<file path="src/hw/rtl/dtls_pkg.sv">
`timescale 1ns / 1ps
// ----------------------------------------------------------------------------
// dtls_pkg
// Types, field widths and codes for the takeoff and landing sequencer.
// ----------------------------------------------------------------------------
package dtls_pkg;

   // Width of the microsecond timestamp
   localparam int TimeBits      = 48;
   localparam int ReqDataBits   = 104;
   localparam int RspDataBits   = 16;
   localparam int CsrIndexBits  = 3;
   localparam int CsrDataBits   = 17;
   localparam int TimeoutSecBits = 16;
   localparam int UsPerSecBits  = 20;
   localparam int TimeoutUsBits = TimeoutSecBits + UsPerSecBits;
   localparam int AltBits       = 24;
   localparam int AltCfgBits    = 17;

   localparam logic [UsPerSecBits-1:0] UsPerSec = 20'd1000000;

   typedef enum logic [3:0] {
      ST_STANDBY   = 4'd0,
      ST_TO_REQ    = 4'd1,
      ST_TO_READY  = 4'd2,
      ST_AIRBORNE  = 4'd3,
      ST_LD_REQ    = 4'd4,
      ST_LANDING   = 4'd5,
      ST_TOUCHDOWN = 4'd6,
      ST_LANDED    = 4'd7,
      ST_RECOVER   = 4'd8
   } mission_state_type;

   typedef enum logic [1:0] {
      KIND_TICK           = 2'd0,
      KIND_TAKEOFF_READY  = 2'd1,
      KIND_LANDING_READY  = 2'd2,
      KIND_BOX_STATE      = 2'd3
   } item_kind_type;

   localparam logic [4:0] MODE_NONE      = 5'd0;
   localparam logic [4:0] MODE_STABILIZE = 5'd0;
   localparam logic [4:0] MODE_ALT_HOLD  = 5'd2;
   localparam logic [4:0] MODE_AUTO      = 5'd3;
   localparam logic [4:0] MODE_GUIDED    = 5'd4;
   localparam logic [4:0] MODE_LOITER    = 5'd5;
   localparam logic [4:0] MODE_RTL       = 5'd6;
   localparam logic [4:0] MODE_LAND      = 5'd9;

   localparam logic [3:0] FIX_RTK = 4'd6;

   localparam logic [1:0] BOX_OTHER    = 2'd0;
   localparam logic [1:0] BOX_STANDBY  = 2'd1;
   localparam logic [1:0] BOX_AIRBORNE = 2'd2;
   localparam logic [1:0] BOX_LANDED   = 2'd3;

   localparam logic [CsrIndexBits-1:0] REG_GPS_TIMEOUT  = 3'd0;
   localparam logic [CsrIndexBits-1:0] REG_GPS_HACC_MAX = 3'd1;
   localparam logic [CsrIndexBits-1:0] REG_AUTO_ARM     = 3'd2;
   localparam logic [CsrIndexBits-1:0] REG_TAKEOFF_ALT  = 3'd3;
   localparam logic [CsrIndexBits-1:0] REG_LAND_ALT     = 3'd4;

   localparam logic [TimeoutUsBits-1:0] TimeoutUsReset = 36'd100000000;
   localparam logic [15:0]              HaccMaxReset   = 16'd1000;
   localparam logic [AltCfgBits-1:0]    TakeoffAltReset = 17'd2000;
   localparam logic [AltCfgBits-1:0]    LandAltReset    = 17'd2000;

endpackage

</file>
<file path="src/hw/rtl/drone_takeoff_landing_sequencer.sv">
`timescale 1ns / 1ps
// ----------------------------------------------------------------------------
// drone_takeoff_landing_sequencer
// Nine-state takeoff and landing mission machine for a box-based drone.
// ----------------------------------------------------------------------------
// One item is accepted per clock while the result side is not stalled, and
// its single result is presented from the result register. The item is
// captured in an input register. The mission logic (mode override, GPS
// wait with timeout and the altitude compares) then runs in one pass. Its
// outcome lands in the result register together with the updated mission
// state. The GPS timeout in microseconds is formed by a multiply when the
// timeout register is written, so the per-item path holds only a 48-bit
// subtract and compare. A stalled result holds the item in the input
// register and drops req_tready until the result register drains. While
// the input register is empty, it still takes one item.
module drone_takeoff_landing_sequencer (
   input  logic                                  clock,
   input  logic                                  reset,
   // flight_mode[4:0], armed[5], altitude_cm[29:6], gps_fix[33:30],
   // gps_hacc_mm[49:34], now_us[97:50], ready_req[98], box_code[100:99]
   input  logic [dtls_pkg::ReqDataBits-1:0]      req_tdata,
   // kind[1:0]
   input  logic [1:0]                            req_tuser,
   input  logic                                  req_tvalid,
   output logic                                  req_tready,
   // mission_code[3:0], mode_request_valid[4], mode_request[9:5],
   // arm_request[10]
   output logic [dtls_pkg::RspDataBits-1:0]      rsp_tdata,
   output logic                                  rsp_tvalid,
   input  logic                                  rsp_tready,
   input  logic                                  csr_valid,
   output logic                                  csr_ready,
   input  logic [dtls_pkg::CsrIndexBits-1:0]     csr_index,
   input  logic [dtls_pkg::CsrDataBits-1:0]      csr_wdata
);

   // input register
   logic                               in_valid_ff;
   dtls_pkg::item_kind_type            in_kind_ff;
   logic [4:0]                         in_mode_ff;
   logic                               in_armed_ff;
   logic signed [dtls_pkg::AltBits-1:0] in_alt_ff;
   logic [3:0]                         in_fix_ff;
   logic [15:0]                        in_hacc_ff;
   logic [dtls_pkg::TimeBits-1:0]      in_now_ff;
   logic                               in_ready_ff;
   logic [1:0]                         in_box_ff;

   // configuration
   logic [dtls_pkg::TimeoutUsBits-1:0] timeout_us_ff;
   logic [15:0]                        hacc_max_ff;
   logic                               auto_arm_ff;
   logic [dtls_pkg::AltCfgBits-1:0]    takeoff_alt_ff;
   logic [dtls_pkg::AltCfgBits-1:0]    land_alt_ff;

   // mission state
   dtls_pkg::mission_state_type        state_ff, state_in;
   logic                               wait_valid_ff, wait_valid_in;
   logic [dtls_pkg::TimeBits-1:0]      wait_start_ff, wait_start_in;
   logic [1:0]                         box_ff, box_in;

   // result register
   logic                               rsp_valid_ff;
   dtls_pkg::mission_state_type        rsp_code_ff;
   logic                               rsp_mode_valid_ff, rsp_mode_valid_in;
   logic [4:0]                         rsp_mode_ff, rsp_mode_in;
   logic                               rsp_arm_ff, rsp_arm_in;

   logic                               out_load;
   logic                               in_take;
   logic [dtls_pkg::TimeBits-1:0]      elapsed;
   logic                               timed_out;
   logic                               gps_good;
   logic                               alt_ge_takeoff;
   logic                               alt_le_land;
   logic                               mode_auto_rtl;

   assign out_load   = in_valid_ff && (!rsp_valid_ff || rsp_tready);
   assign req_tready = !in_valid_ff || out_load;
   assign in_take    = req_tvalid && req_tready;
   assign csr_ready  = 1'b1;

   always_ff @(posedge clock) begin
      if (reset) begin
         in_valid_ff <= 1'b0;
      end else if (req_tready) begin
         in_valid_ff <= req_tvalid;
      end
      if (in_take) begin
         in_kind_ff  <= dtls_pkg::item_kind_type'(req_tuser);
         in_mode_ff  <= req_tdata[4:0];
         in_armed_ff <= req_tdata[5];
         in_alt_ff   <= $signed(req_tdata[29:6]);
         in_fix_ff   <= req_tdata[33:30];
         in_hacc_ff  <= req_tdata[49:34];
         in_now_ff   <= req_tdata[97:50];
         in_ready_ff <= req_tdata[98];
         in_box_ff   <= req_tdata[100:99];
      end
   end

   // Scale the timeout to microseconds once, on write
   always_ff @(posedge clock) begin
      if (reset) begin
         timeout_us_ff  <= dtls_pkg::TimeoutUsReset;
         hacc_max_ff    <= dtls_pkg::HaccMaxReset;
         auto_arm_ff    <= 1'b0;
         takeoff_alt_ff <= dtls_pkg::TakeoffAltReset;
         land_alt_ff    <= dtls_pkg::LandAltReset;
      end else if (csr_valid) begin
         unique case (csr_index)
            dtls_pkg::REG_GPS_TIMEOUT: begin
               timeout_us_ff <= dtls_pkg::TimeoutUsBits'(csr_wdata[15:0])
                              * dtls_pkg::TimeoutUsBits'(dtls_pkg::UsPerSec);
            end
            dtls_pkg::REG_GPS_HACC_MAX: hacc_max_ff    <= csr_wdata[15:0];
            dtls_pkg::REG_AUTO_ARM:     auto_arm_ff    <= csr_wdata[0];
            dtls_pkg::REG_TAKEOFF_ALT:  takeoff_alt_ff <= csr_wdata;
            dtls_pkg::REG_LAND_ALT:     land_alt_ff    <= csr_wdata;
            default: ;
         endcase
      end
   end

   assign elapsed        = in_now_ff - wait_start_ff;
   assign timed_out      = 64'(elapsed) >= 64'(timeout_us_ff);
   assign gps_good       = (in_fix_ff == dtls_pkg::FIX_RTK) && (in_hacc_ff <= hacc_max_ff);
   assign alt_ge_takeoff = in_alt_ff >= $signed({7'b0, takeoff_alt_ff});
   assign alt_le_land    = in_alt_ff <= $signed({7'b0, land_alt_ff});
   assign mode_auto_rtl  = (in_mode_ff == dtls_pkg::MODE_AUTO)
                        || (in_mode_ff == dtls_pkg::MODE_RTL);

   always_comb begin
      dtls_pkg::mission_state_type tick_state;
      tick_state        = state_ff;
      state_in          = state_ff;
      wait_valid_in     = wait_valid_ff;
      wait_start_in     = wait_start_ff;
      box_in            = box_ff;
      rsp_mode_valid_in = 1'b0;
      rsp_mode_in       = dtls_pkg::MODE_NONE;
      rsp_arm_in        = 1'b0;
      unique case (in_kind_ff)
         dtls_pkg::KIND_TAKEOFF_READY: begin
            if (in_ready_ff && state_ff == dtls_pkg::ST_TO_REQ)
               state_in = dtls_pkg::ST_TO_READY;
         end
         dtls_pkg::KIND_LANDING_READY: begin
            if (in_ready_ff && state_ff == dtls_pkg::ST_LD_REQ)
               state_in = dtls_pkg::ST_LANDING;
         end
         dtls_pkg::KIND_BOX_STATE: begin
            box_in = in_box_ff;
         end
         default: begin
            // mode override, then carry on from the forced state
            if (in_mode_ff == dtls_pkg::MODE_STABILIZE)
               tick_state = dtls_pkg::ST_RECOVER;
            else if (in_mode_ff == dtls_pkg::MODE_ALT_HOLD)
               tick_state = dtls_pkg::ST_STANDBY;
            state_in = tick_state;
            unique case (tick_state)
               dtls_pkg::ST_STANDBY: begin
                  if (in_mode_ff == dtls_pkg::MODE_LOITER)
                     state_in = dtls_pkg::ST_TO_REQ;
               end
               dtls_pkg::ST_TO_READY: begin
                  if (!gps_good) begin
                     if (!wait_valid_ff) begin
                        wait_start_in = in_now_ff;
                        wait_valid_in = 1'b1;
                     end else if (timed_out) begin
                        state_in = dtls_pkg::ST_RECOVER;
                     end
                  end else begin
                     wait_valid_in = 1'b0;
                     wait_start_in = '0;
                     if (in_mode_ff == dtls_pkg::MODE_LOITER && auto_arm_ff)
                        rsp_arm_in = 1'b1;
                     if (in_armed_ff) begin
                        rsp_mode_valid_in = 1'b1;
                        rsp_mode_in       = dtls_pkg::MODE_AUTO;
                        if (alt_ge_takeoff)
                           state_in = dtls_pkg::ST_AIRBORNE;
                     end
                  end
               end
               dtls_pkg::ST_AIRBORNE: begin
                  if (box_ff == dtls_pkg::BOX_AIRBORNE && mode_auto_rtl && alt_le_land)
                     state_in = dtls_pkg::ST_LD_REQ;
               end
               dtls_pkg::ST_LD_REQ: begin
                  if (mode_auto_rtl) begin
                     rsp_mode_valid_in = 1'b1;
                     rsp_mode_in       = dtls_pkg::MODE_GUIDED;
                  end
               end
               dtls_pkg::ST_LANDING: begin
                  if (in_mode_ff == dtls_pkg::MODE_GUIDED) begin
                     rsp_mode_valid_in = 1'b1;
                     rsp_mode_in       = dtls_pkg::MODE_LAND;
                  end
                  if (!in_armed_ff)
                     state_in = dtls_pkg::ST_TOUCHDOWN;
               end
               dtls_pkg::ST_TOUCHDOWN: begin
                  if (!in_armed_ff)
                     state_in = dtls_pkg::ST_LANDED;
               end
               dtls_pkg::ST_LANDED: begin
                  if (box_ff == dtls_pkg::BOX_LANDED || box_ff == dtls_pkg::BOX_STANDBY)
                     state_in = dtls_pkg::ST_STANDBY;
               end
               default: ;
            endcase
         end
      endcase
   end

   always_ff @(posedge clock) begin
      if (reset) begin
         state_ff      <= dtls_pkg::ST_STANDBY;
         wait_valid_ff <= 1'b0;
         wait_start_ff <= '0;
         box_ff        <= dtls_pkg::BOX_OTHER;
      end else if (out_load) begin
         state_ff      <= state_in;
         wait_valid_ff <= wait_valid_in;
         wait_start_ff <= wait_start_in;
         box_ff        <= box_in;
      end
   end

   always_ff @(posedge clock) begin
      if (reset) begin
         rsp_valid_ff <= 1'b0;
      end else if (out_load) begin
         rsp_valid_ff <= 1'b1;
      end else if (rsp_tready) begin
         rsp_valid_ff <= 1'b0;
      end
      if (out_load) begin
         rsp_code_ff       <= state_in;
         rsp_mode_valid_ff <= rsp_mode_valid_in;
         rsp_mode_ff       <= rsp_mode_in;
         rsp_arm_ff        <= rsp_arm_in;
      end
   end

   assign rsp_tvalid = rsp_valid_ff;
   assign rsp_tdata  = {5'b0, rsp_arm_ff, rsp_mode_ff, rsp_mode_valid_ff, rsp_code_ff};

   // hold a captured item while the result side is stalled
   a_in_hold: assert property (@(posedge clock) disable iff (reset)
      in_valid_ff && !out_load |=> in_valid_ff && $stable(in_now_ff) && $stable(in_kind_ff))
      else $error("input register lost or changed a stalled item");

   a_arm_state: assert property (@(posedge clock) disable iff (reset)
      rsp_valid_ff && rsp_arm_ff |->
         rsp_code_ff == dtls_pkg::ST_TO_READY || rsp_code_ff == dtls_pkg::ST_AIRBORNE)
      else $error("arm request outside takeoff");

   a_land_req: assert property (@(posedge clock) disable iff (reset)
      rsp_valid_ff && rsp_mode_valid_ff && rsp_mode_ff == dtls_pkg::MODE_LAND |->
         rsp_code_ff == dtls_pkg::ST_LANDING || rsp_code_ff == dtls_pkg::ST_TOUCHDOWN)
      else $error("land mode requested outside landing");

   a_mode_idle: assert property (@(posedge clock) disable iff (reset)
      rsp_valid_ff && !rsp_mode_valid_ff |-> rsp_mode_ff == dtls_pkg::MODE_NONE)
      else $error("mode code present without a mode request");

   a_state_follows: assert property (@(posedge clock) disable iff (reset)
      out_load |=> state_ff == rsp_code_ff)
      else $error("reported mission code differs from stored state");

endmodule
</file>
<file path="config.mk">
export PLATFORM = sky130hd
export DESIGN_NAME = drone_takeoff_landing_sequencer
export DESIGN_NICKNAME = d
export VERILOG_FILES = /design/src/hw/rtl/dtls_pkg.sv /design/src/hw/rtl/drone_takeoff_landing_sequencer.sv
export SDC_FILE = /design/constraint.sdc
export NUM_CORES = 1
export LEC_CHECK = 0
export ABC_AREA = 1
export BUFFER_PORTS_ARGS = -buffer_cell sky130_fd_sc_hd__buf_2
export CAP_MARGIN = 5
export CORE_ASPECT_RATIO = 0.9
export CORE_MARGIN = 2
export CORE_UTILIZATION = 55
export CTS_CLUSTER_SIZE = 25
export DETAILED_ROUTE_END_ITERATION = 6
export PLACE_DENSITY_LB_ADDON = 0.1
export SLEW_MARGIN = 20
export SYNTH_ARGS = -nofsm -noshare
export SYNTH_HDL_FRONTEND = slang
export SYNTH_SLANG_ARGS = --single-unit
</file>
<file path="constraint.sdc">
create_clock -name clock -period 5.7 [get_ports clock]
set_input_delay 0.57 -clock clock [delete_from_list [all_inputs] [get_ports clock]]
set_output_delay 0.57 -clock clock [all_outputs]
set_load 0.005 [all_outputs]
</file>
==> impl_metrics.ini <==
[run_status]
status = completed

[logic_synthesis]
yosys-top-cells-area = edfxtp_1 19%, ha_1 16%, dfxtp_1 15%, nand2_1 9.7%, inv_1 7.7%
yosysWarnings = 0
synth_flop_cell = dfxtp_1
yosysUniqueCellTypes = 53
synth_top_area_cell = edfxtp_1
synth_area_per_cell_um2 = 8.10
netlist_area_mm2 = 0.0180
synth_top_area_share_pct = 18.9
ys_ff_latch = 251
syn_inst = 2220
synth-edff-count = 113
async_flop_share_pct = 0
seq_area_frac_synth_pct = 34.2

[setup_path]
critical_path.top_delay_family = adder cells
worstSetupEndpointType = flop
required_ps = 6140
arrival_ps = 5480
critPathSlowestCell = fa_1
cp_num_buf_inv = 6
crit_chain = buf_2, fa_1, inv_1, fa_1, fa_1, inv_1, fa_1, ha_1, inv_1, fa_1, inv_1, ha_1, nand2_1, nor2_1, nand2_1, o211ai_1, nand2_1, nand3_1, nand3_1, nand2_1, a211oi_1, xor2_1, o21ai_0, inv_1
cp_max_fo = 8
max_stage_delay_ps = 550
crit_path_start_kind = input port
crit_type = input port to flop

[sta]
slew_viol_final = 0
hold_viol_final = 0
rsz0062_at_grt = false
slew_headroom_pct = 28.0
period_minus_slack_ps = 5040
fin_skew_ps = 10.5
tightest_slew_ps = 1080
setup_slack_ps = 664
fmax_mhz = 199
period_share_pct = 88.4
setup_violations = 0
finalSetupTns_ps = 0

[routing]
dr.max_layer_used = met4
ant_nets = 0
remaining_drc_errors = 0
wl_met1_mm = 21.6
wl_met3_mm = 3.62
route.met2.wl_mm = 18.2
drt_iter0_drc = 946
num_vias = 15000
first_pass_iters = 5
viasPerCell = 5.38
wl_per_cell_um = 15.7
drt_wl_total_mm = 44.0

[placed_design]
port_buffers = 139
place_ws_ps = 67.5
gp_congestion = 0.986
hpwlAfterDp_mm = 34.6
dp.cells = 2747

[cts]
cts-htree-levels = 1
clkLatencyLatePin_ps = 550
cts_buffers = 27
cts-root-buf = clkbuf_16
cts_tree = yes
cts_setup_buffers = 0
cts.sinks = 251
ctsResizeCount = 0
hold_buffers = 0
cts_buffer_depth = 3
clk_pin_slew_ps = 60

[cells_and_area]
nets = 2779
drive_gt1_share_pct = 11.3
layout_commonest_cell = nand2_1
syn2layout_area_growth_pct = 11.1
final_cell_mix = 465 x nand2_1, 366 x inv_1, 232 x ha_1
diodes = 0
final_core_util_pct = 62.4
instances_no_fill = 2797

[global_route]
grt_first_pass_wirelength_mm = 72.6
grt_max_degree = 65
track_usage_pct = 26.2
grt_overflow = 0
grt_pass1_vias = 14400
antenna_found_initial = 0

[power]
leakage_nw = 9.34
ir_drop_uv = 278
cellPowerDensity_mw_per_mm2 = 318

[floorplan]
initial_utilization_pct = 56.1
die_w_um = 195
boundaryPins = 150
die-area_mm2 = 0.0342
die_y_um = 176
core_mm2 = 0.0320
rows = 62

[job]
maxCapViolCount = 0

[hold_path]
hold_path.class = input port to flop
[final timing paths]
path | start | to | slack, ps | cells after the start
worst max-delay path | csr_wdata[2] | timeout_us_ff[34] | 660 | 24
worst min-delay path | req_tdata[70] | in_now_ff[20] | 190 | 1
worst max register to register | in_now_ff[0] | rsp_code_ff[3] | 1120 | 25
worst min register to register | wait_start_ff[15] | wait_start_ff[15] | 460 | 2
[sequential cells by signal, summed over array words and instances (netlist names), 5 cells and up]
signal and flops:
hacc_max_ff 16, in_alt_ff 24, in_mode_ff 5, in_now_ff 48, wait_start_ff 48, takeoff_alt_ff 17
timeout_us_ff 30, in_hacc_ff 16, land_alt_ff 17
[cell families after synthesis]
kind of cell	after synthesis	synth area share (%)
flops	251	34.2
simple gates	774	18.2
fa+ha+maj	288	22.4
buf+inv	429	9.41
other cells	2	0.0418
xor+xnor	46	2.24
compound gates	430	13.5
[through the flow]
| step | hold WS (ps) | area, um^2 | total power, mW |
|---|---|---|---|
| floorplan | 431 | 18000 | 3.94 |
| global placement | 445 | 19100 | 4.55 |
| detailed placement | 449 | 19100 | 4.57 |
| CTS | 164 | 20000 | 6.39 |
| global route | 164 | 20000 | 6.89 |
| finish | 188 | 20000 | 6.36 |
[power by group]
group | leakage (nW) | switching [mW] | internal, mW
Sequential | 2.22 | 0.0390 | 1.96
Clock | 0.437 | 0.711 | 1.05
Combinational | 6.68 | 1.61 | 0.982
[cell type report]
| type | count | area [um^2] |
|---|---|---|
| clock buffers | 39 | 793 |
| repair buffers | 153 | 801 |
| clock inverters | 11 | 105 |
| flip-flops and latches | 251 | 6160 |
| well taps | 416 | 520 |
| multi-input cells | 1545 | 10200 |
| fillers | 2849 | 12100 |
| inverters | 382 | 1440 |
[per-layer routing]
layer  up-vias  GRT usage (%)
li1       7579              -
met1      6945           39.4
met2       480           39.7
met3        43           5.11
met4         0           4.33
met5         -              0
[cell usage after synthesis (all sizes together) (3+ instances only)]
master and instances:
a211oi 4, a21boi 3, a21o 3, a21oi 237, a31oi 10, and2 3, buf 18, clkbuf 29
clkinv 3, dfxtp 138, edfxtp 113, fa 56, ha 232, inv 379, nand2 488, nand3 76
nand4 27, nor2 137, nor3 24, nor4 7, o211ai 29, o21a 4, o21ai 117, o21bai 16
or2 7, xnor2 14, xor2 32
Note: power is estimated with default switching activity, not from simulation.
